## config.mk

```make
export PLATFORM = sky130hd
export DESIGN_NAME = shared_counter_match_timer_flat
export DESIGN_NICKNAME = d
export VERILOG_FILES = /design/src/rtl/smt_pkg.sv /design/src/rtl/smt_ifaces.sv /design/src/rtl/shared_counter_match_timer.sv /design/src/rtl/smt_channel.sv /design/src/flat_wrapper.sv
export VERILOG_INCLUDE_DIRS = /design/src /design/src/rtl
export SDC_FILE = /design/constraint.sdc
export NUM_CORES = 1
export LEC_CHECK = 0
export BUFFER_PORTS_ARGS = -buffer_cell sky130_fd_sc_hd__buf_2
export CAP_MARGIN = 5
export CORE_UTILIZATION = 50
export DETAILED_ROUTE_END_ITERATION = 6
export PLACE_DENSITY = 0.78
export SYNTH_ARGS = -nofsm -noshare
export SYNTH_HDL_FRONTEND = slang
export SYNTH_HIERARCHICAL = 1
export SYNTH_SLANG_ARGS = --single-unit
```

## constraint.sdc

```tcl
create_clock -name clock -period 8.9 [get_ports clock]
set_clock_uncertainty 0.05 [all_clocks]
set_input_delay 1.78 -clock clock [delete_from_list [all_inputs] [get_ports clock]]
set_output_delay 1.78 -clock clock [all_outputs]
set_load 0.01 [all_outputs]
```

## src/rtl/assert_macros.svh

```systemverilog
//----------------------------------------------------------------------------
// Assertion macros
// Shared concurrent assertion forms used by the timer RTL.
//----------------------------------------------------------------------------
`ifndef ASSERT_MACROS_SVH
`define ASSERT_MACROS_SVH

// Same-cycle implication, clocked on clock and quiet during reset.
`define SMT_ASSERT_NOW(label, ante, cons) \
   label: assert property (@(posedge clock) disable iff (reset) (ante) |-> (cons)) \
      else $error("assertion failed in shared counter match timer");

// Next-cycle implication, clocked on clock and quiet during reset.
`define SMT_ASSERT_NEXT(label, ante, cons) \
   label: assert property (@(posedge clock) disable iff (reset) (ante) |=> (cons)) \
      else $error("assertion failed in shared counter match timer");

`endif

```

## src/rtl/smt_pkg.sv

```systemverilog
//----------------------------------------------------------------------------
// Shared counter match timer package
// Types, widths and register indexes shared by the timer files.
//----------------------------------------------------------------------------
package smt_pkg;

   localparam int CHANNELS_DEF   = 2;
   localparam int COUNT_BITS_DEF = 16;

   // Fixed field widths.
   localparam int MASK_W   = 2;
   localparam int PERIOD_W = 16;
   localparam int PRESC_W  = 16;
   localparam int COUNT_W  = 16;
   localparam int CSR_IDX_W  = 8;
   localparam int CSR_DATA_W = 16;

   typedef enum logic [1:0] {
      REQ_TICK   = 2'd0,
      REQ_ARM    = 2'd1,
      REQ_DISARM = 2'd2,
      REQ_CLEAR  = 2'd3
   } req_kind_type;

   localparam logic [CSR_IDX_W-1:0] CSR_PRESCALE_LIMIT = 8'd0;
   localparam logic [CSR_IDX_W-1:0] CSR_PERIOD_CHAN0   = 8'd1;
   localparam logic [CSR_IDX_W-1:0] CSR_PERIOD_CHAN1   = 8'd2;
   localparam logic [CSR_IDX_W-1:0] CSR_RELOAD_MODE    = 8'd3;

   // Per-channel command for one processed item.
   typedef struct packed {
      logic advance;   // counter steps onto a new value this cycle
      logic arm;
      logic disarm;
      logic clear;
   } chan_cmd_type;

endpackage

```

## src/rtl/smt_ifaces.sv

```systemverilog
//----------------------------------------------------------------------------
// Shared counter match timer channel interfaces
// Valid/ready interfaces for requests, results and register writes.
//----------------------------------------------------------------------------
interface smt_req_if;
   logic                      valid;
   logic                      ready;
   smt_pkg::req_kind_type     req_type;
   logic                      channel;

   modport source (output valid, req_type, channel, input ready);
   modport sink   (input valid, req_type, channel, output ready);
endinterface

interface smt_rsp_if;
   logic                               valid;
   logic                               ready;
   logic [smt_pkg::MASK_W-1:0]         expired_mask;
   logic [smt_pkg::MASK_W-1:0]         timeout_flags;
   logic [smt_pkg::MASK_W-1:0]         armed_mask;
   logic [smt_pkg::COUNT_W-1:0]        count_value;

   modport source (output valid, expired_mask, timeout_flags, armed_mask, count_value,
                   input ready);
   modport sink   (input valid, expired_mask, timeout_flags, armed_mask, count_value,
                   output ready);
endinterface

interface smt_csr_if;
   logic                               valid;
   logic                               ready;
   logic [smt_pkg::CSR_IDX_W-1:0]      index;
   logic [smt_pkg::CSR_DATA_W-1:0]     data;

   modport source (output valid, index, data, input ready);
   modport sink   (input valid, index, data, output ready);
endinterface

```

## src/rtl/shared_counter_match_timer.sv

```systemverilog
//----------------------------------------------------------------------------
// Shared counter match timer
// Compare-match timer channels with auto-reload over one prescaled counter.
//----------------------------------------------------------------------------
//
//   Channel   Direction  Handshake      Payload
//   req_bus   in         valid/ready    req_type, channel
//   rsp_bus   out        valid/ready    expired_mask, timeout_flags, armed_mask,
//                                       count_value
//   csr_bus   in         valid/ready    index, data (always ready)
//
// Each item waits in the input register and is processed as it moves into
// the result register; one item is taken every cycle while the result side
// keeps up, since the counter, prescaler and channel compares all update as
// the item moves. Reset is synchronous and clears the counter, prescaler,
// channels, configuration registers and both valid bits. A stalled result
// holds both stages; req_bus.ready drops only when both the input and result
// registers are full.
//----------------------------------------------------------------------------
`include "assert_macros.svh"

module shared_counter_match_timer #(
   parameter int CHANNELS   = smt_pkg::CHANNELS_DEF,
   parameter int COUNT_BITS = smt_pkg::COUNT_BITS_DEF
) (
   input  logic     clock,
   input  logic     reset,
   smt_req_if.sink  req_bus,
   smt_rsp_if.source rsp_bus,
   smt_csr_if.sink  csr_bus
);

   localparam int MW = smt_pkg::MASK_W;

   // Configuration registers.
   logic [smt_pkg::PRESC_W-1:0]  presc_limit_ff;
   logic [smt_pkg::PERIOD_W-1:0] period_ff [MW];
   logic [MW-1:0]                reload_ff;

   // Timebase.
   logic [smt_pkg::PRESC_W-1:0]  presc_ff, presc_in;
   logic [COUNT_BITS-1:0]        count_ff, count_in;

   // Input register.
   logic                         s1_valid_ff, s1_valid_in;
   smt_pkg::req_kind_type        s1_kind_ff;
   logic                         s1_chan_ff;

   // Result register.
   logic                         out_valid_ff, out_valid_in;
   logic [MW-1:0]                out_expired_ff, out_timeout_ff, out_armed_ff;
   logic [smt_pkg::COUNT_W-1:0]  out_count_ff;

   logic                         out_free, fire, tick, roll, advance, chan_ok;
   logic [MW-1:0]                exp_mask, armed_mask, timeout_mask;
   logic [smt_pkg::COUNT_W-1:0]  count_view;

   //-------------------------------------------------------------------------
   // Register writes. Configuration must only be changed while the timer is idle;
   // the block does not enforce this, and the port never stalls.
   //-------------------------------------------------------------------------
   assign csr_bus.ready = 1'b1;

   always_ff @(posedge clock) begin
      if (reset) begin
         presc_limit_ff <= '0;
         period_ff      <= '{default: '0};
         reload_ff      <= '0;
      end else if (csr_bus.valid) begin
         unique case (csr_bus.index)
            smt_pkg::CSR_PRESCALE_LIMIT: presc_limit_ff <= csr_bus.data;
            smt_pkg::CSR_PERIOD_CHAN0:   period_ff[0]   <= csr_bus.data;
            smt_pkg::CSR_PERIOD_CHAN1:   period_ff[1]   <= csr_bus.data;
            smt_pkg::CSR_RELOAD_MODE:    reload_ff      <= csr_bus.data[MW-1:0];
            default: begin
               // Indexes beyond the register list are dropped.
            end
         endcase
      end
   end

   //-------------------------------------------------------------------------
   // Handshake. An item in the input register is processed in the cycle it
   // moves into the result register, which is when the result register is
   // empty or being drained.
   //-------------------------------------------------------------------------
   assign out_free      = !out_valid_ff || rsp_bus.ready;
   assign fire          = s1_valid_ff && out_free;
   assign req_bus.ready = !s1_valid_ff || out_free;

   assign s1_valid_in  = (req_bus.valid && req_bus.ready) ? 1'b1 :
                         (fire ? 1'b0 : s1_valid_ff);
   assign out_valid_in = fire ? 1'b1 : (rsp_bus.ready ? 1'b0 : out_valid_ff);

   always_ff @(posedge clock) begin
      if (reset) begin
         s1_valid_ff  <= 1'b0;
         out_valid_ff <= 1'b0;
      end else begin
         s1_valid_ff  <= s1_valid_in;
         out_valid_ff <= out_valid_in;
      end
   end

   always_ff @(posedge clock) begin
      if (req_bus.valid && req_bus.ready) begin
         s1_kind_ff <= req_bus.req_type;
         s1_chan_ff <= req_bus.channel;
      end
   end

   //-------------------------------------------------------------------------
   // Prescaler and shared counter. A tick either steps the prescaler or, once
   // it has reached the limit (or passed a lowered limit), wraps it to zero
   // and advances the counter.
   //-------------------------------------------------------------------------
   assign tick    = fire && (s1_kind_ff == smt_pkg::REQ_TICK);
   assign roll    = presc_ff >= presc_limit_ff;
   assign advance = tick && roll;

   always_comb begin
      presc_in = presc_ff;
      count_in = count_ff;
      if (tick) begin
         if (roll) begin
            presc_in = '0;
            count_in = count_ff + 1'b1;
         end else begin
            presc_in = presc_ff + 1'b1;
         end
      end
   end

   always_ff @(posedge clock) begin
      if (reset) begin
         presc_ff <= '0;
         count_ff <= '0;
      end else begin
         presc_ff <= presc_in;
         count_ff <= count_in;
      end
   end

   //-------------------------------------------------------------------------
   // Channels. Requests naming a channel that is not built are ignored.
   //-------------------------------------------------------------------------
   assign chan_ok = int'(s1_chan_ff) < CHANNELS;

   generate
      for (genvar c = 0; c < MW; c++) begin : g_chan
         if (c < CHANNELS) begin : g_used
            smt_pkg::chan_cmd_type cmd;
            logic                  sel;

            assign sel         = fire && chan_ok && (s1_chan_ff == 1'(c));
            assign cmd.advance = advance;
            assign cmd.arm     = sel && (s1_kind_ff == smt_pkg::REQ_ARM);
            assign cmd.disarm  = sel && (s1_kind_ff == smt_pkg::REQ_DISARM);
            assign cmd.clear   = sel && (s1_kind_ff == smt_pkg::REQ_CLEAR);

            smt_channel #(
               .COUNT_BITS (COUNT_BITS)
            ) u_chan (
               .clock        (clock),
               .reset        (reset),
               .cmd          (cmd),
               .count_cur    (count_ff),
               .count_new    (count_in),
               .period       (period_ff[c]),
               .reload       (reload_ff[c]),
               .expired      (exp_mask[c]),
               .armed_next   (armed_mask[c]),
               .timeout_next (timeout_mask[c])
            );
         end else begin : g_unused
            assign exp_mask[c]     = 1'b0;
            assign armed_mask[c]   = 1'b0;
            assign timeout_mask[c] = 1'b0;
         end
      end
   endgenerate

   // The reported count is the low 16 bits of the updated counter, zero-extended if narrower.
   generate
      if (COUNT_BITS >= smt_pkg::COUNT_W) begin : g_view_wide
         assign count_view = count_in[smt_pkg::COUNT_W-1:0];
      end else begin : g_view_narrow
         assign count_view = {{(smt_pkg::COUNT_W-COUNT_BITS){1'b0}}, count_in};
      end
   endgenerate

   //-------------------------------------------------------------------------
   // Result register.
   //-------------------------------------------------------------------------
   always_ff @(posedge clock) begin
      if (fire) begin
         out_expired_ff <= exp_mask;
         out_timeout_ff <= timeout_mask;
         out_armed_ff   <= armed_mask;
         out_count_ff   <= count_view;
      end
   end

   assign rsp_bus.valid         = out_valid_ff;
   assign rsp_bus.expired_mask  = out_expired_ff;
   assign rsp_bus.timeout_flags = out_timeout_ff;
   assign rsp_bus.armed_mask    = out_armed_ff;
   assign rsp_bus.count_value   = out_count_ff;

   `SMT_ASSERT_NOW(a_expiry_needs_advance, exp_mask != '0, advance)
   `SMT_ASSERT_NEXT(a_roll_clears_prescaler, advance, presc_ff == '0)
   `SMT_ASSERT_NOW(a_ready_when_result_empty, !out_valid_ff, req_bus.ready)

endmodule

```

## src/rtl/smt_channel.sv

```systemverilog
//----------------------------------------------------------------------------
// Timer compare channel
// Match value, armed bit and sticky timeout flag of one channel.
//----------------------------------------------------------------------------
`include "assert_macros.svh"

module smt_channel #(
   parameter int COUNT_BITS = smt_pkg::COUNT_BITS_DEF
) (
   input  logic                         clock,
   input  logic                         reset,
   input  smt_pkg::chan_cmd_type        cmd,
   input  logic [COUNT_BITS-1:0]        count_cur,
   input  logic [COUNT_BITS-1:0]        count_new,
   input  logic [smt_pkg::PERIOD_W-1:0] period,
   input  logic                         reload,
   output logic                         expired,
   output logic                         armed_next,
   output logic                         timeout_next
);

   logic [COUNT_BITS-1:0] period_ext;
   logic [COUNT_BITS-1:0] match_ff, match_in;
   logic                  armed_ff, armed_in;
   logic                  timeout_ff, timeout_in;

   // The period is taken modulo the counter width.
   generate
      if (COUNT_BITS > smt_pkg::PERIOD_W) begin : g_period_wide
         assign period_ext = {{(COUNT_BITS-smt_pkg::PERIOD_W){1'b0}}, period};
      end else begin : g_period_narrow
         assign period_ext = period[COUNT_BITS-1:0];
      end
   endgenerate

   assign expired = cmd.advance && armed_ff && (match_ff == count_new);

   always_comb begin
      match_in   = match_ff;
      armed_in   = armed_ff;
      timeout_in = timeout_ff;
      priority if (expired) begin
         timeout_in = 1'b1;
         if (reload) begin
            match_in = match_ff + period_ext;
         end else begin
            armed_in = 1'b0;
         end
      end else if (cmd.arm) begin
         match_in   = count_cur + period_ext;
         armed_in   = 1'b1;
         timeout_in = 1'b0;
      end else if (cmd.disarm) begin
         armed_in = 1'b0;
      end else if (cmd.clear) begin
         timeout_in = 1'b0;
      end else begin
         match_in = match_ff;
      end
   end

   always_ff @(posedge clock) begin
      if (reset) begin
         match_ff   <= '0;
         armed_ff   <= 1'b0;
         timeout_ff <= 1'b0;
      end else begin
         match_ff   <= match_in;
         armed_ff   <= armed_in;
         timeout_ff <= timeout_in;
      end
   end

   assign armed_next   = armed_in;
   assign timeout_next = timeout_in;

   `SMT_ASSERT_NEXT(a_expiry_sets_flag, expired, timeout_ff)
   `SMT_ASSERT_NEXT(a_oneshot_disarms, expired && !reload, !armed_ff)
   `SMT_ASSERT_NEXT(a_arm_state, cmd.arm && !cmd.advance, armed_ff && !timeout_ff)

endmodule

```

## src/flat_wrapper.sv

```systemverilog
// flat-port wrapper written by rule: the top's interface ports become plain ports
module shared_counter_match_timer_flat 
#(
   parameter int CHANNELS   = smt_pkg::CHANNELS_DEF,
   parameter int COUNT_BITS = smt_pkg::COUNT_BITS_DEF
)
  (clock, reset, req_bus_valid, req_bus_req_type, req_bus_channel, req_bus_ready, rsp_bus_valid, rsp_bus_expired_mask, rsp_bus_timeout_flags, rsp_bus_armed_mask, rsp_bus_count_value, rsp_bus_ready, csr_bus_valid, csr_bus_index, csr_bus_data, csr_bus_ready);
  smt_req_if req_bus_i ();
  smt_rsp_if rsp_bus_i ();
  smt_csr_if csr_bus_i ();
  input  logic clock;
  input  logic reset;
  input wire logic [$bits(req_bus_i.valid)-1:0] req_bus_valid;
  input wire logic [$bits(req_bus_i.req_type)-1:0] req_bus_req_type;
  input wire logic [$bits(req_bus_i.channel)-1:0] req_bus_channel;
  output wire logic [$bits(req_bus_i.ready)-1:0] req_bus_ready;
  output wire logic [$bits(rsp_bus_i.valid)-1:0] rsp_bus_valid;
  output wire logic [$bits(rsp_bus_i.expired_mask)-1:0] rsp_bus_expired_mask;
  output wire logic [$bits(rsp_bus_i.timeout_flags)-1:0] rsp_bus_timeout_flags;
  output wire logic [$bits(rsp_bus_i.armed_mask)-1:0] rsp_bus_armed_mask;
  output wire logic [$bits(rsp_bus_i.count_value)-1:0] rsp_bus_count_value;
  input wire logic [$bits(rsp_bus_i.ready)-1:0] rsp_bus_ready;
  input wire logic [$bits(csr_bus_i.valid)-1:0] csr_bus_valid;
  input wire logic [$bits(csr_bus_i.index)-1:0] csr_bus_index;
  input wire logic [$bits(csr_bus_i.data)-1:0] csr_bus_data;
  output wire logic [$bits(csr_bus_i.ready)-1:0] csr_bus_ready;
  assign req_bus_i.valid = req_bus_valid;
  assign req_bus_i.req_type = req_bus_req_type;
  assign req_bus_i.channel = req_bus_channel;
  assign req_bus_ready = req_bus_i.ready;
  assign rsp_bus_valid = rsp_bus_i.valid;
  assign rsp_bus_expired_mask = rsp_bus_i.expired_mask;
  assign rsp_bus_timeout_flags = rsp_bus_i.timeout_flags;
  assign rsp_bus_armed_mask = rsp_bus_i.armed_mask;
  assign rsp_bus_count_value = rsp_bus_i.count_value;
  assign rsp_bus_i.ready = rsp_bus_ready;
  assign csr_bus_i.valid = csr_bus_valid;
  assign csr_bus_i.index = csr_bus_index;
  assign csr_bus_i.data = csr_bus_data;
  assign csr_bus_ready = csr_bus_i.ready;
  shared_counter_match_timer #(.CHANNELS(CHANNELS), .COUNT_BITS(COUNT_BITS)) u_core (.clock(clock), .reset(reset), .req_bus(req_bus_i), .rsp_bus(rsp_bus_i), .csr_bus(csr_bus_i));
endmodule
```

* Yosys cells after proc, flatten, opt, wreduce, memory -nomap -nowiden *
Index checks and enable logic that the tools add are counted.

storage, ports and cells
  input bits = 32
  register bits after elaboration = 145

operators by class
  eq/ne operators = 10
  add/subtract/negate cells = 6
  reductions and logical operators = 32
  mux-type cells = 29
  bitwise operators = 1
  magnitude comparators = 1

operators with widths
  operator               number
  $mux 16                9
  $add 16x16->16         4
  $add 16x1->16 const B  2
  $eq 16x16->1           2
  $mux 1                 20
  $eq 8x2->1 const B     2
  $ge 16x16->1           1
  $logic_and 1x1->1      16
  $reduce_and 2->1       6
  $eq 8x1->1 const B     1
  $logic_not 8->1        1
  $reduce_bool 2->1      4
  $eq 2x2->1 const B     2
  $ne 2x1->1 const B     2
  $eq 2x1->1 const B     1
  $logic_not 1->1        2
  $logic_not 2->1        1
  $logic_or 1x1->1       2
  $not 1->1              1

* Depth between registers and ports, before layout *
Gate-level depths: netlist of the first run.

  depth after elaboration = 9
  depth in mapped cells = 23

* Hierarchy *
Netlist of the first run, hierarchy kept.

modules (own cells, without submodules)
  module                      instances  cells each  area each (sq um)
  shared_counter_match_timer  1          465         4793.3
  smt_channel                 2          219         1848.0

* Least setup slack after synthesis of the first run *
OpenSTA, ideal clock, no wires.

  kind = input-to-reg
  start = input rsp_bus_ready
  end = register u_core.g_chan[0].g_used.u_chan.match_ff[13]
  library setup time = 122 ps
  buffers on the path = 2
  stages on the path = 21
  slack = 1493 ps
  arrival time = 7235 ps
  path through = nand2b_1 -> and2_1 -> clkbuf_1 -> nand2_1 -> a2111oi_0 -> nand2b_1 -> nand2_1 -> xnor2_1 -> nand2_1 -> or2_2 -> nor3_1 -> buf_2 -> mux2_2 -> ha_1 -> a21oi_1 -> o21a_1 -> o31a_1 -> o21ai_0 -> a221oi_1 -> nor4_1 -> a311o_1

on the way
  longest elaborated chain between the ends = 8
  elaborated cells on any way between the ends = 14

RTL lines
  item                                                                     line                               text
  start: declaration                                                       flat_wrapper.sv:22                 input wire logic [$bits(rsp_bus_i.ready)-1:0] rsp_bus_ready;
  $logic_or 1x1->1 *                                                       shared_counter_match_timer.sv:87   assign out_free = !out_valid_ff || rsp_bus.ready;
  $logic_and 1x1->1 *                                                      shared_counter_match_timer.sv:88   assign fire = s1_valid_ff && out_free;
  named net u_core.fire                                                    shared_counter_match_timer.sv:54   logic out_free, fire, tick, roll, advance, chan_ok;
  $logic_and 1x1->1 *                                                      shared_counter_match_timer.sv:117  assign tick = fire && (s1_kind_ff == smt_pkg::REQ_TICK);
  $mux 16 *                                                                shared_counter_match_timer.sv:124  if (tick) begin
  named net u_core.count_in[8]                                             shared_counter_match_timer.sv:42   logic [COUNT_BITS-1:0] count_ff, count_in;
  $eq 16x16->1 *                                                           smt_channel.sv:36                  assign expired = cmd.advance && armed_ff && (match_ff == count_new);
  $logic_and 1x1->1 *                                                      smt_channel.sv:36
  $ne 2x1->1 (no source line) / $reduce_bool 2->1 (equally long branches)  -
  $reduce_and 2->1 (no source line)                                        -
  end signal: assignment                                                   smt_channel.sv:68                  match_ff <= match_in;
  end: declaration                                                         smt_channel.sv:23                  logic [COUNT_BITS-1:0] match_ff, match_in;

Mark *: on every way through the listed nets, which the timed path passes. The rest lies on a longest branch.
A chain may end at the register's enable or synchronous reset.

* Final worst setup path of the first run *
  start = input rsp_bus_ready
  end = register u_core.g_chan[0].g_used.u_chan.match_ff[13]

on the way
  longest elaborated chain between the ends = 8
  elaborated cells on any way between the ends = 14

RTL lines
  item                                                                     line                               text
  $logic_or 1x1->1 *                                                       shared_counter_match_timer.sv:87
  $logic_and 1x1->1 *                                                      shared_counter_match_timer.sv:88
  $logic_and 1x1->1 *                                                      shared_counter_match_timer.sv:117
  $logic_and 1x1->1 *                                                      shared_counter_match_timer.sv:119  assign advance = tick && roll;
  named net u_core.advance                                                 shared_counter_match_timer.sv:54
  $logic_and 1x1->1 * (2 in a row)                                         smt_channel.sv:36
  $ne 2x1->1 (no source line) / $reduce_bool 2->1 (equally long branches)  -
  $reduce_and 2->1 (no source line)                                        -

Marked as above.

==> results of run 1 <==
## cells by family (layout without fill, tap and decap cells)
| logic type | Yosys count | in the layout | share of synthesized area |
|---|---|---|---|
| other | 1 | 1 | 0.000442 |
| XOR/XNOR | 81 | 81 | 0.0836 |
| adder cells (fa/ha/maj) | 50 | 50 | 0.0755 |
| buffers and inverters | 62 | 121 | 0.0399 |
| flip-flops | 145 | 145 | 0.371 |
| AND/OR/NAND/NOR | 332 | 332 | 0.194 |
| multiplexers | 115 | 115 | 0.141 |
| AO/OA/AOI/OAI | 117 | 117 | 0.0936 |
## worst min-delay path, delay by kind of cell (launching register included)
family / cells / cell delay [ns]
multiplexers: 1 / 0.06
flip-flops: 1 / 0.33
AND/OR/NAND/NOR: 1 / 0.07
## cell type report
type	count	share of cell area
clock buffers	23	0.0526
clock inverters	8	0.0131
inverters	30	0.0119
multi-input cells	696	0.528
flip-flops and latches	145	0.332
well taps	220	0.0290
repair buffers	60	0.0332
## worst paths after layout
check | startpoint | to | slack, ns | cells after the start
max reg2reg | u_core/presc_ff[0] | u_core/g_chan[1].g_used.u_chan/match_ff[13] | 2.69 | 22
max | rsp_bus_ready | u_core/g_chan[0].g_used.u_chan/match_ff[13] | 2.08 | 22
min reg2reg | u_core/presc_limit_ff[9] | u_core/presc_limit_ff[9] | 0.45 | 2
min | u_core/presc_limit_ff[9] | u_core/presc_limit_ff[9] | 0.45 | 2
## flip-flops by register name, summed over array words and instances, names as in the netlist
name / cells
u_core/rsp_bus.armed_mask: 2
u_core/rsp_bus.expired_mask: 2
u_core/s1_valid_ff: 1
u_core/count_ff: 16
u_core/rsp_bus.timeout_flags: 2
u_core/rsp_bus.count_value: 16
u_core/s1_kind_ff: 2
u_core/g_chan.g_used.u_chan/match_ff: 32
u_core/rsp_bus.valid: 1
u_core/g_chan.g_used.u_chan/timeout_ff: 2
u_core/s1_chan_ff: 1
u_core/reload_ff: 2
u_core/presc_ff: 16
u_core/period_ff: 32
u_core/presc_limit_ff: 16
u_core/g_chan.g_used.u_chan/armed_ff: 2
## layer usage
| metal | up-vias | track usage |
|---|---|---|
| met5 | - | 0 |
| met4 | 0 | 0.132 |
| met3 | 62 | 0.0504 |
| met2 | 280 | 0.384 |
| met1 | 3171 | 0.332 |
| li1 | 3263 | - |
## through the flow
stage | worst slack, ns | hold WS, ns | std cells | instance area (um2) | util
finish | 2.08 | 0.447 | 1182 | 9490 | 0.572
global route | 1.68 | 0.466 | 1182 | 9490 | 0.572
CTS | 2.19 | 0.446 | 1182 | 9490 | 0.572
detailed placement | 1.78 | 0.430 | 1151 | 8860 | 0.534
global placement | 1.94 | 0.424 | 1151 | 8860 | 0.534
floorplan | 1.49 | 0.410 | 903 | 8490 | -
## power groups by stage
stage / logic [mW] / clock network, mW / registers [mW]
floorplan: 0.0279 / 0 / 0.694
CTS: 0.0516 / 0.761 / 0.678
global placement: 0.0507 / 0 / 0.692
finish: 0.0520 / 0.752 / 0.678
detailed placement: 0.0514 / 0 / 0.692
global route: 0.0555 / 0.786 / 0.678
## cell usage in the layout (no fill, tap or decap), types with 18 or more instances in the layout
| cell | synthesis | final |
|---|---|---|
| nor2_1 | 131 | 131 |
| dfxtp_1 | 120 | 120 |
| mux2i_1 | 76 | 76 |
| nand2_1 | 56 | 56 |
| buf_2 | 6 | 54 |
| ha_1 | 48 | 48 |
| xnor2_1 | 46 | 46 |
| a21oi_1 | 45 | 45 |
| mux2_2 | 39 | 39 |
| xor2_1 | 35 | 35 |
| inv_1 | 30 | 30 |
| edfxtp_1 | 25 | 25 |
| nor2b_1 | 21 | 21 |
| nor3_1 | 21 | 19 |
| clkbuf_16 | 0 | 18 |
==> Implementation_results.wiki, run 1 <==
{| class="wikitable"
! Metric !! Value
|-
| Via count of the first global-routing pass || 6,331
|-
| Total power per unit cell area || 156 mW/mm2
|-
| Area used by multi-input combinational logic || 0.00501 mm2
|-
| Initial antenna violation count || 0
|-
| Share of power burned in registers || 0.457
|-
| Overflow left after global routing || 0
|-
| Synth cell count leaders || 131 x nor2_1, 120 x dfxtp_1, 76 x mux2i_1
|-
| Path class of the lowest-slack min-delay path || reg -> reg
|-
| Sequential area share after synthesis || 0.371
|-
| Maximum count of clock buffers along a single path || 2
|-
| Switching part of the total power || 0.211
|-
| Crit. End Element || flop
|-
| Critical setup path kind || in -> reg
|-
| Area growth from synthesis to layout || 11.7%
|-
| Post-DP HPWL || 16.1 mm
|-
| Ports placed on the boundary || 57
|-
| FP Rows || 47
|-
| Pin count of the biggest net entering global routing || 91
|-
| Number of distinct standard cells referenced by the synthesized netlist || 65
|-
| Result of the run || finished, final reports clean
|-
| Resized cells post-CTS || 0
|-
| Final number of max-transition violations || 0
|-
| Cell accounting for the most synthesized area || dfxtp_1
|-
| Clock Latency Late Sink || 0.43 ns
|-
| TritonCTS clock tree || done
|-
| Count of inserted antenna diode cells || 0
|-
| Post-synth top flop || dfxtp_1
|-
| DIE AREA || 0.0175 mm2
|-
| DRC Markers || 0
|-
| Floorplan die width || 132 um
|-
| Inserted Clock Buffers || 17
|-
| WL met2 || 9.53 mm
|-
| Overall routed net length || 21.7 mm
|-
| H-Tree Level Count || 4
|-
| Period minus WS final || 6.82 ns
|-
| Worst path top cell family by delay || compound AO/OA/AOI/OAI gates
|-
| Hold Violations, Final || 0
|-
| Delay of the slowest critical-path stage || 0.40 ns
|-
| Warnings from Yosys || 6
|-
| GPL Wtd Cong || 0.946
|-
| Fraction of synthesized cell area taken by the top area cell type || 0.283
|-
| Detailed-router iteration count before antenna repair || 5
|-
| Worst Path Required || 9.16 ns
|-
| Overall Global Routing Usage || 0.250
|-
| Total of flip-flops plus latches after synthesis || 145
|-
| Top cells by area, synth || dfxtp_1 28%, mux2i_1 9.0%, edfxtp_1 8.8%, ha_1 7.1%, nor2_1 5.8%
|-
| Vias post-DR || 6,776
|-
| Total of buffers placed on input and output ports || 55
|-
| Clock slew at the register clock pins of the worst setup and hold paths || 0.06 ns
|-
| Total negative slack || 0 ns
|-
| Slew @ Worst Pin || 1.07 ns
|-
| Via-to-Cell Ratio || 5.73
|-
| Top metal layer carrying routed signals || met4
|-
| Part of the power in combinational logic || 0.035
|-
| Slew HR || 0.282
|-
| Top achievable clock speed || 147 MHz
|-
| Final setup violation count || 0
|-
| Critical Path AT || 7.08 ns
|-
| Antenna-violating nets left || 0
|-
| Peak supply drop || 0.000148 V
|-
| Post-synth ARST share || 0
|-
| Nets@finish || 1,032
|-
| Area taken by flip-flops and latches || 0.00315 mm2
|-
| Average detailed-routed wire length per instance || 18.3 um
|-
| Max-capacitance violation count || 0
|-
| Core region area || 0.0166 mm2
|-
| Post-CTS Hold Buffers || 0
|-
| Cell area after synthesis || 0.00849 mm2
|-
| Slowest-stage cell, CP || xor2_1
|-
| Mean Syn Cell Area || 9.40 um2
|-
| Switching power || 0.313 mW
|-
| Met3 routed wirelength || 1.36 mm
|-
| CTS sink cnt || 145
|-
| EDFF count, synth || 25
|-
| Crit path cell chain || buf_2, nand2b_1, and2_1, buf_4, nand2_1, a21oi_4, and4_1, xor2_1, xor2_1, nor4_1, nand2_1, nor3_2, buf_4, mux2_2, ha_1, a21o_1, a21oi_1, o31a_1, o21ai_0, a221oi_1, nor4_1, a311o_1
|-
| Count of buffer and inverter cells on the critical path || 3
|-
| Cell internal power dissipation || 1.17 mW
|-
| Wire length of the first global-routing pass || 33.6 mm
|-
| Starting utilization of the core area || 0.512
|-
| Worst Path Max Fanout || 26
|-
| Drt first-iter violations || 541
|-
| Root Driver || clkbuf_16
|-
| Layout fillers || 1,467
|-
| Setup repair after global routing missed its margin || no
|-
| Post-CTS Repair Setup Buffers || 0
|-
| Net count after synthesis || 985
|-
| Final period utilization || 0.766
|-
| Leakage || 4.31 nW
|-
| Startpoint type of the worst setup path || input port
|-
| Count leader, synth || nor2_1
|-
| Die Y-Extent || 132 um
|-
| Clock share of power || 0.508
|-
| Total design power || 1.48 mW
|-
| Share of post-route cells with drive strength above 1 || 0.153
|-
| Synthesized instance count || 903
|-
| Met1 routed wirelength after detailed routing || 9.94 mm
|}
Note: power is estimated with default switching activity, not from simulation.
==> run 2, diff against run 1 <==
Settings changed: ABC_AREA from default to 1.
Clock period 8.9 ns to 6.7 ns, I/O delays scaled along.
==> run 2 against run 1 <==
Effect of this change:
- register-to-register slack worse by 1.8 ns
- clock power is 15% higher
- count of clock-buffer cells in the layout decreased by 3
- largest cell class unchanged
- worst setup slack lost 1.2 ns
- cell count increased by 33%
- non-clock buffer count down 3
- global-route usage rose by 1.9 points
==> Implementation_results.wiki, run 2 <==
{| class="wikitable"
! Metric !! Value
|-
| Result of the run || finished, final reports clean
|-
| Cell internal power dissipation || 1.43 mW (+22%)
|-
| Leakage || 4.62 nW (+7.2%)
|-
| Dominant combinational cell family by area after synthesis || simple AND/OR/NAND/NOR gates
|-
| TritonCTS clock tree || done
|-
| GPL Wtd Cong || 0.958 (+1.2%)
|-
| Maximum count of clock buffers along a single path || 2 (unchanged)
|-
| Average detailed-routed wire length per instance || 15.2 um (-17%)
|-
| Ports placed on the boundary || 57 (unchanged)
|-
| Count of inserted antenna diode cells || 0 (unchanged)
|-
| Final setup violation count || 0 (unchanged)
|-
| Clock slew at the register clock pins of the worst setup and hold paths || 0.06 ns (about the same)
|-
| M2 GR Usage || 0.427 (+0.0431)
|-
| Nets@finish || 1,414 (+37%)
|-
| Cell area after synthesis || 0.00898 mm2 (+5.8%)
|-
| Switching part of the total power || 0.245 (+0.0335)
|-
| Pin count of the biggest net entering global routing || 50 (-45%)
|-
| Part of the power in combinational logic || 0.059 (+0.024)
|-
| Detailed-router iteration count before antenna repair || 7 (+2)
|-
| Slew @ Worst Pin || 0.986 ns (-0.0877 ns)
|-
| Antenna-violating nets left || 0 (unchanged)
|-
| Root Driver || clkbuf_16
|-
| Synth cell count leaders || 302 x nand2_1, 185 x inv_1, 152 x nor2_1
|-
| Worst path top cell family by delay || simple AND/OR/NAND/NOR gates
|-
| Vias post-DR || 8,584 (+27%)
|-
| Path class of the lowest-slack min-delay path || reg -> reg
|-
| Post-DP HPWL || 18.1 mm (+12%)
|-
| Total negative slack || 0 ns (unchanged)
|-
| Core region area || 0.0174 mm2 (+5.0%)
|-
| Worst Path Max Fanout || 36 (+38%)
|-
| Clock Latency Late Sink || 0.42 ns (about the same)
|-
| Setup repair after global routing missed its margin || no
|-
| Warnings from Yosys || 6 (unchanged)
|-
| Crit. End Element || flop
|-
| Leading cell types in the layout, fill and taps excluded || 302 x nand2_1, 185 x inv_1, 152 x nor2_1
|-
| FP Rows || 48 (+2.1%)
|-
| DIE AREA || 0.0185 mm2 (+5.7%)
|-
| Number of cells after detailed placement || 1,538 (+34%)
|-
| Net count after synthesis || 1,376 (+40%)
|-
| Peak supply drop || 0.000185 V (+25%)
|-
| Resized cells post-CTS || 0 (unchanged)
|-
| Startpoint type of the worst setup path || flop
|-
| Post-CTS Hold Buffers || 0 (unchanged)
|-
| Met3 layer usage reported by global route || 0.0515 (+0.00109)
|-
| Inserted Clock Buffers || 17 (unchanged)
|-
| Post-Synth Simple-Gate Area || 0.288 (+0.0941)
|-
| Post-synth top flop || dfxtp_1
|-
| Critical Path AT || 6.02 ns (-1.06 ns)
|-
| H-Tree Level Count || 4 (unchanged)
|-
| Share of power burned in registers || 0.481 (+0.024)
|-
| Top achievable clock speed || 173 MHz
|-
| Total of buffers placed on input and output ports || 55 (unchanged)
|-
| Switching power || 0.462 mW (+48%)
|-
| Layout fillers || 1,656 (+13%)
|-
| Slew HR || 0.342 (+0.0599)
|-
| Post-synthesis compound-gate area fraction || 0.149 (+0.0558)
|-
| Sequential area share after synthesis || 0.351 (-0.0205)
|-
| Top cells by area, synth || dfxtp_1 27%, nand2_1 13%, edfxtp_1 8.4%, inv_1 7.7%, ha_1 6.7%
|-
| Final period utilization || 0.862
|-
| Total of flip-flops plus latches after synthesis || 145 (unchanged)
|-
| Mean Syn Cell Area || 6.94 um2 (-26%)
|-
| Die Y-Extent || 136 um (+2.8%)
|-
| Overall Global Routing Usage || 0.269 (+0.0192)
|-
| Cell accounting for the most synthesized area || dfxtp_1
|-
| Overflow left after global routing || 0 (unchanged)
|-
| Wire length of the first global-routing pass || 38.4 mm (+14%)
|-
| Largest registers ranked by flip-flop count || u_core/g_chan.g_used.u_chan/match_ff x32, u_core/period_ff x32
|-
| Starting utilization of the core area || 0.516 (+0.00396)
|-
| Adder-cell area share of the yosys netlist || 0.0713 (-0.00416)
|-
| Number of distinct standard cells referenced by the synthesized netlist || 52 (-20%)
|-
| Period minus WS final || 5.77 ns
|-
| Post-synth ARST share || 0 (unchanged)
|-
| Share of post-route cells with drive strength above 1 || 0.105 (-0.0480)
|-
| Count of buffer and inverter cells on the critical path || 3 (unchanged)
|-
| Overall routed net length || 23.8 mm (+9.9%)
|-
| Synthesized instance count || 1,294 (+43%)
|-
| Via count of the first global-routing pass || 7,900 (+25%)
|-
| Via-to-Cell Ratio || 5.47 (-4.6%)
|-
| Cell with the most instances on the worst path || nand2_1
|-
| Post-route insts no fill || 1,570 (+33%)
|-
| Layer with the highest usage || met2
|-
| Share of synthesized area spent on multiplexers || 0.00111 (-0.140)
|-
| Area growth from synthesis to layout || 9.48%
|-
| CTS sink cnt || 145 (unchanged)
|-
| Worst Path Required || 6.94 ns (-2.22 ns)
|-
| Delay of the slowest critical-path stage || 0.53 ns (+0.13 ns)
|-
| Count leader, synth || nand2_1
|-
| Global Route met1 Usage || 0.349 (+0.0171)
|-
| Total power per unit cell area || 192 mW/mm2 (+23%)
|-
| Fraction of synthesized cell area taken by the top area cell type || 0.267 (-0.0156)
|-
| Critical setup path kind || reg -> reg
|-
| Slowest-stage cell, CP || nand2_1
|-
| Final number of max-transition violations || 0 (unchanged)
|-
| Synthesized-area fraction occupied by xor and xnor cells || 0.0253 (-0.0582)
|-
| Clock share of power || 0.460 (-0.048)
|-
| Most common cell after layout, fill and taps aside || nand2_1
|-
| Initial antenna violation count || 0 (unchanged)
|-
| Max-capacitance violation count || 0 (unchanged)
|-
| EDFF count, synth || 25 (unchanged)
|-
| Post-CTS Repair Setup Buffers || 0 (unchanged)
|-
| Floorplan die width || 136 um (+2.8%)
|-
| Drt first-iter violations || 788 (+46%)
|-
| DRC Markers || 0 (unchanged)
|-
| Hold Violations, Final || 0 (unchanged)
|}
-- run 2: final timing paths --
path,start,endpoint,slack (ns),cells after the start
worst max-delay path,u_core/presc_ff[0],u_core/g_chan[1].g_used.u_chan/match_ff[8],0.93,30
worst min-delay path,u_core/presc_limit_ff[6],u_core/presc_limit_ff[6],0.41,2
worst max register to register,u_core/presc_ff[0],u_core/g_chan[1].g_used.u_chan/match_ff[8],0.93,30
worst min register to register,u_core/presc_limit_ff[6],u_core/presc_limit_ff[6],0.41,2
-- run 2: logic make-up (layout without fill, tap and decap cells) --
logic type / after synthesis / in the layout
AND/OR/NAND/NOR: 582 / 582
AO/OA/AOI/OAI: 253 / 253
buffers and inverters: 236 / 287
flip-flops: 145 / 145
adder cells (fa/ha/maj): 50 / 50
XOR/XNOR: 26 / 26
other: 1 / 1
multiplexers: 1 / 1
-- run 2: per-stage QoR --
stage | power [mW] | utilization | hold slack, ns | cell area, um2 | setup slack [ns]
CTS | 1.89 | 0.565 | 0.412 | 9840 | 1.04
global route | 1.95 | 0.565 | 0.436 | 9840 | 0.354
detailed placement | 1.04 | 0.534 | 0.403 | 9300 | 1.02
global placement | 1.04 | 0.534 | 0.401 | 9300 | 1.11
finish | 1.89 | 0.565 | 0.411 | 9840 | 0.927
floorplan | 0.997 | - | 0.386 | 8980 | 1.86
-- run 2: final cells by class --
| class | instances | area [um2] | share of cell area |
|---|---|---|---|
| repair buffers | 57 | 290 | 0.0295 |
| well taps | 225 | 282 | 0.0286 |
| multi-input cells | 913 | 4820 | 0.490 |
| flip-flops and latches | 145 | 3150 | 0.321 |
| clock inverters | 12 | 80.1 | 0.00814 |
| clock buffers | 20 | 457 | 0.0464 |
| inverters | 198 | 753 | 0.0766 |
-- run 2: power by group through the flow --
stage	Sequential [mW]	Combinational, mW	Clock (mW)
final	0.908	0.112	0.868
after global routing	0.909	0.125	0.917
after CTS	0.908	0.111	0.875
after detailed placement	0.927	0.110	0
after global placement	0.927	0.108	0
after floorplan	0.928	0.0692	0
-- run 2: worst register-to-register path, delay by kind of cell (launching register included) --
kind	cells	cell delay (ns)
xor+xnor	1	0.17
simple gates	18	2.82
buf+inv	3	0.56
flops	1	0.38
fa+ha+maj	3	0.94
compound gates	5	0.71
-- run 2: layer usage --
layer / share of wire / vias to the layer above / wire length, um
li1: - / 4264 / -
met1: 0.43 / 3901 / 10400
met2: 0.45 / 362 / 10700
met3: 0.077 / 57 / 1830
met4: 0.038 / 0 / 910
met5: 0 / - / 0
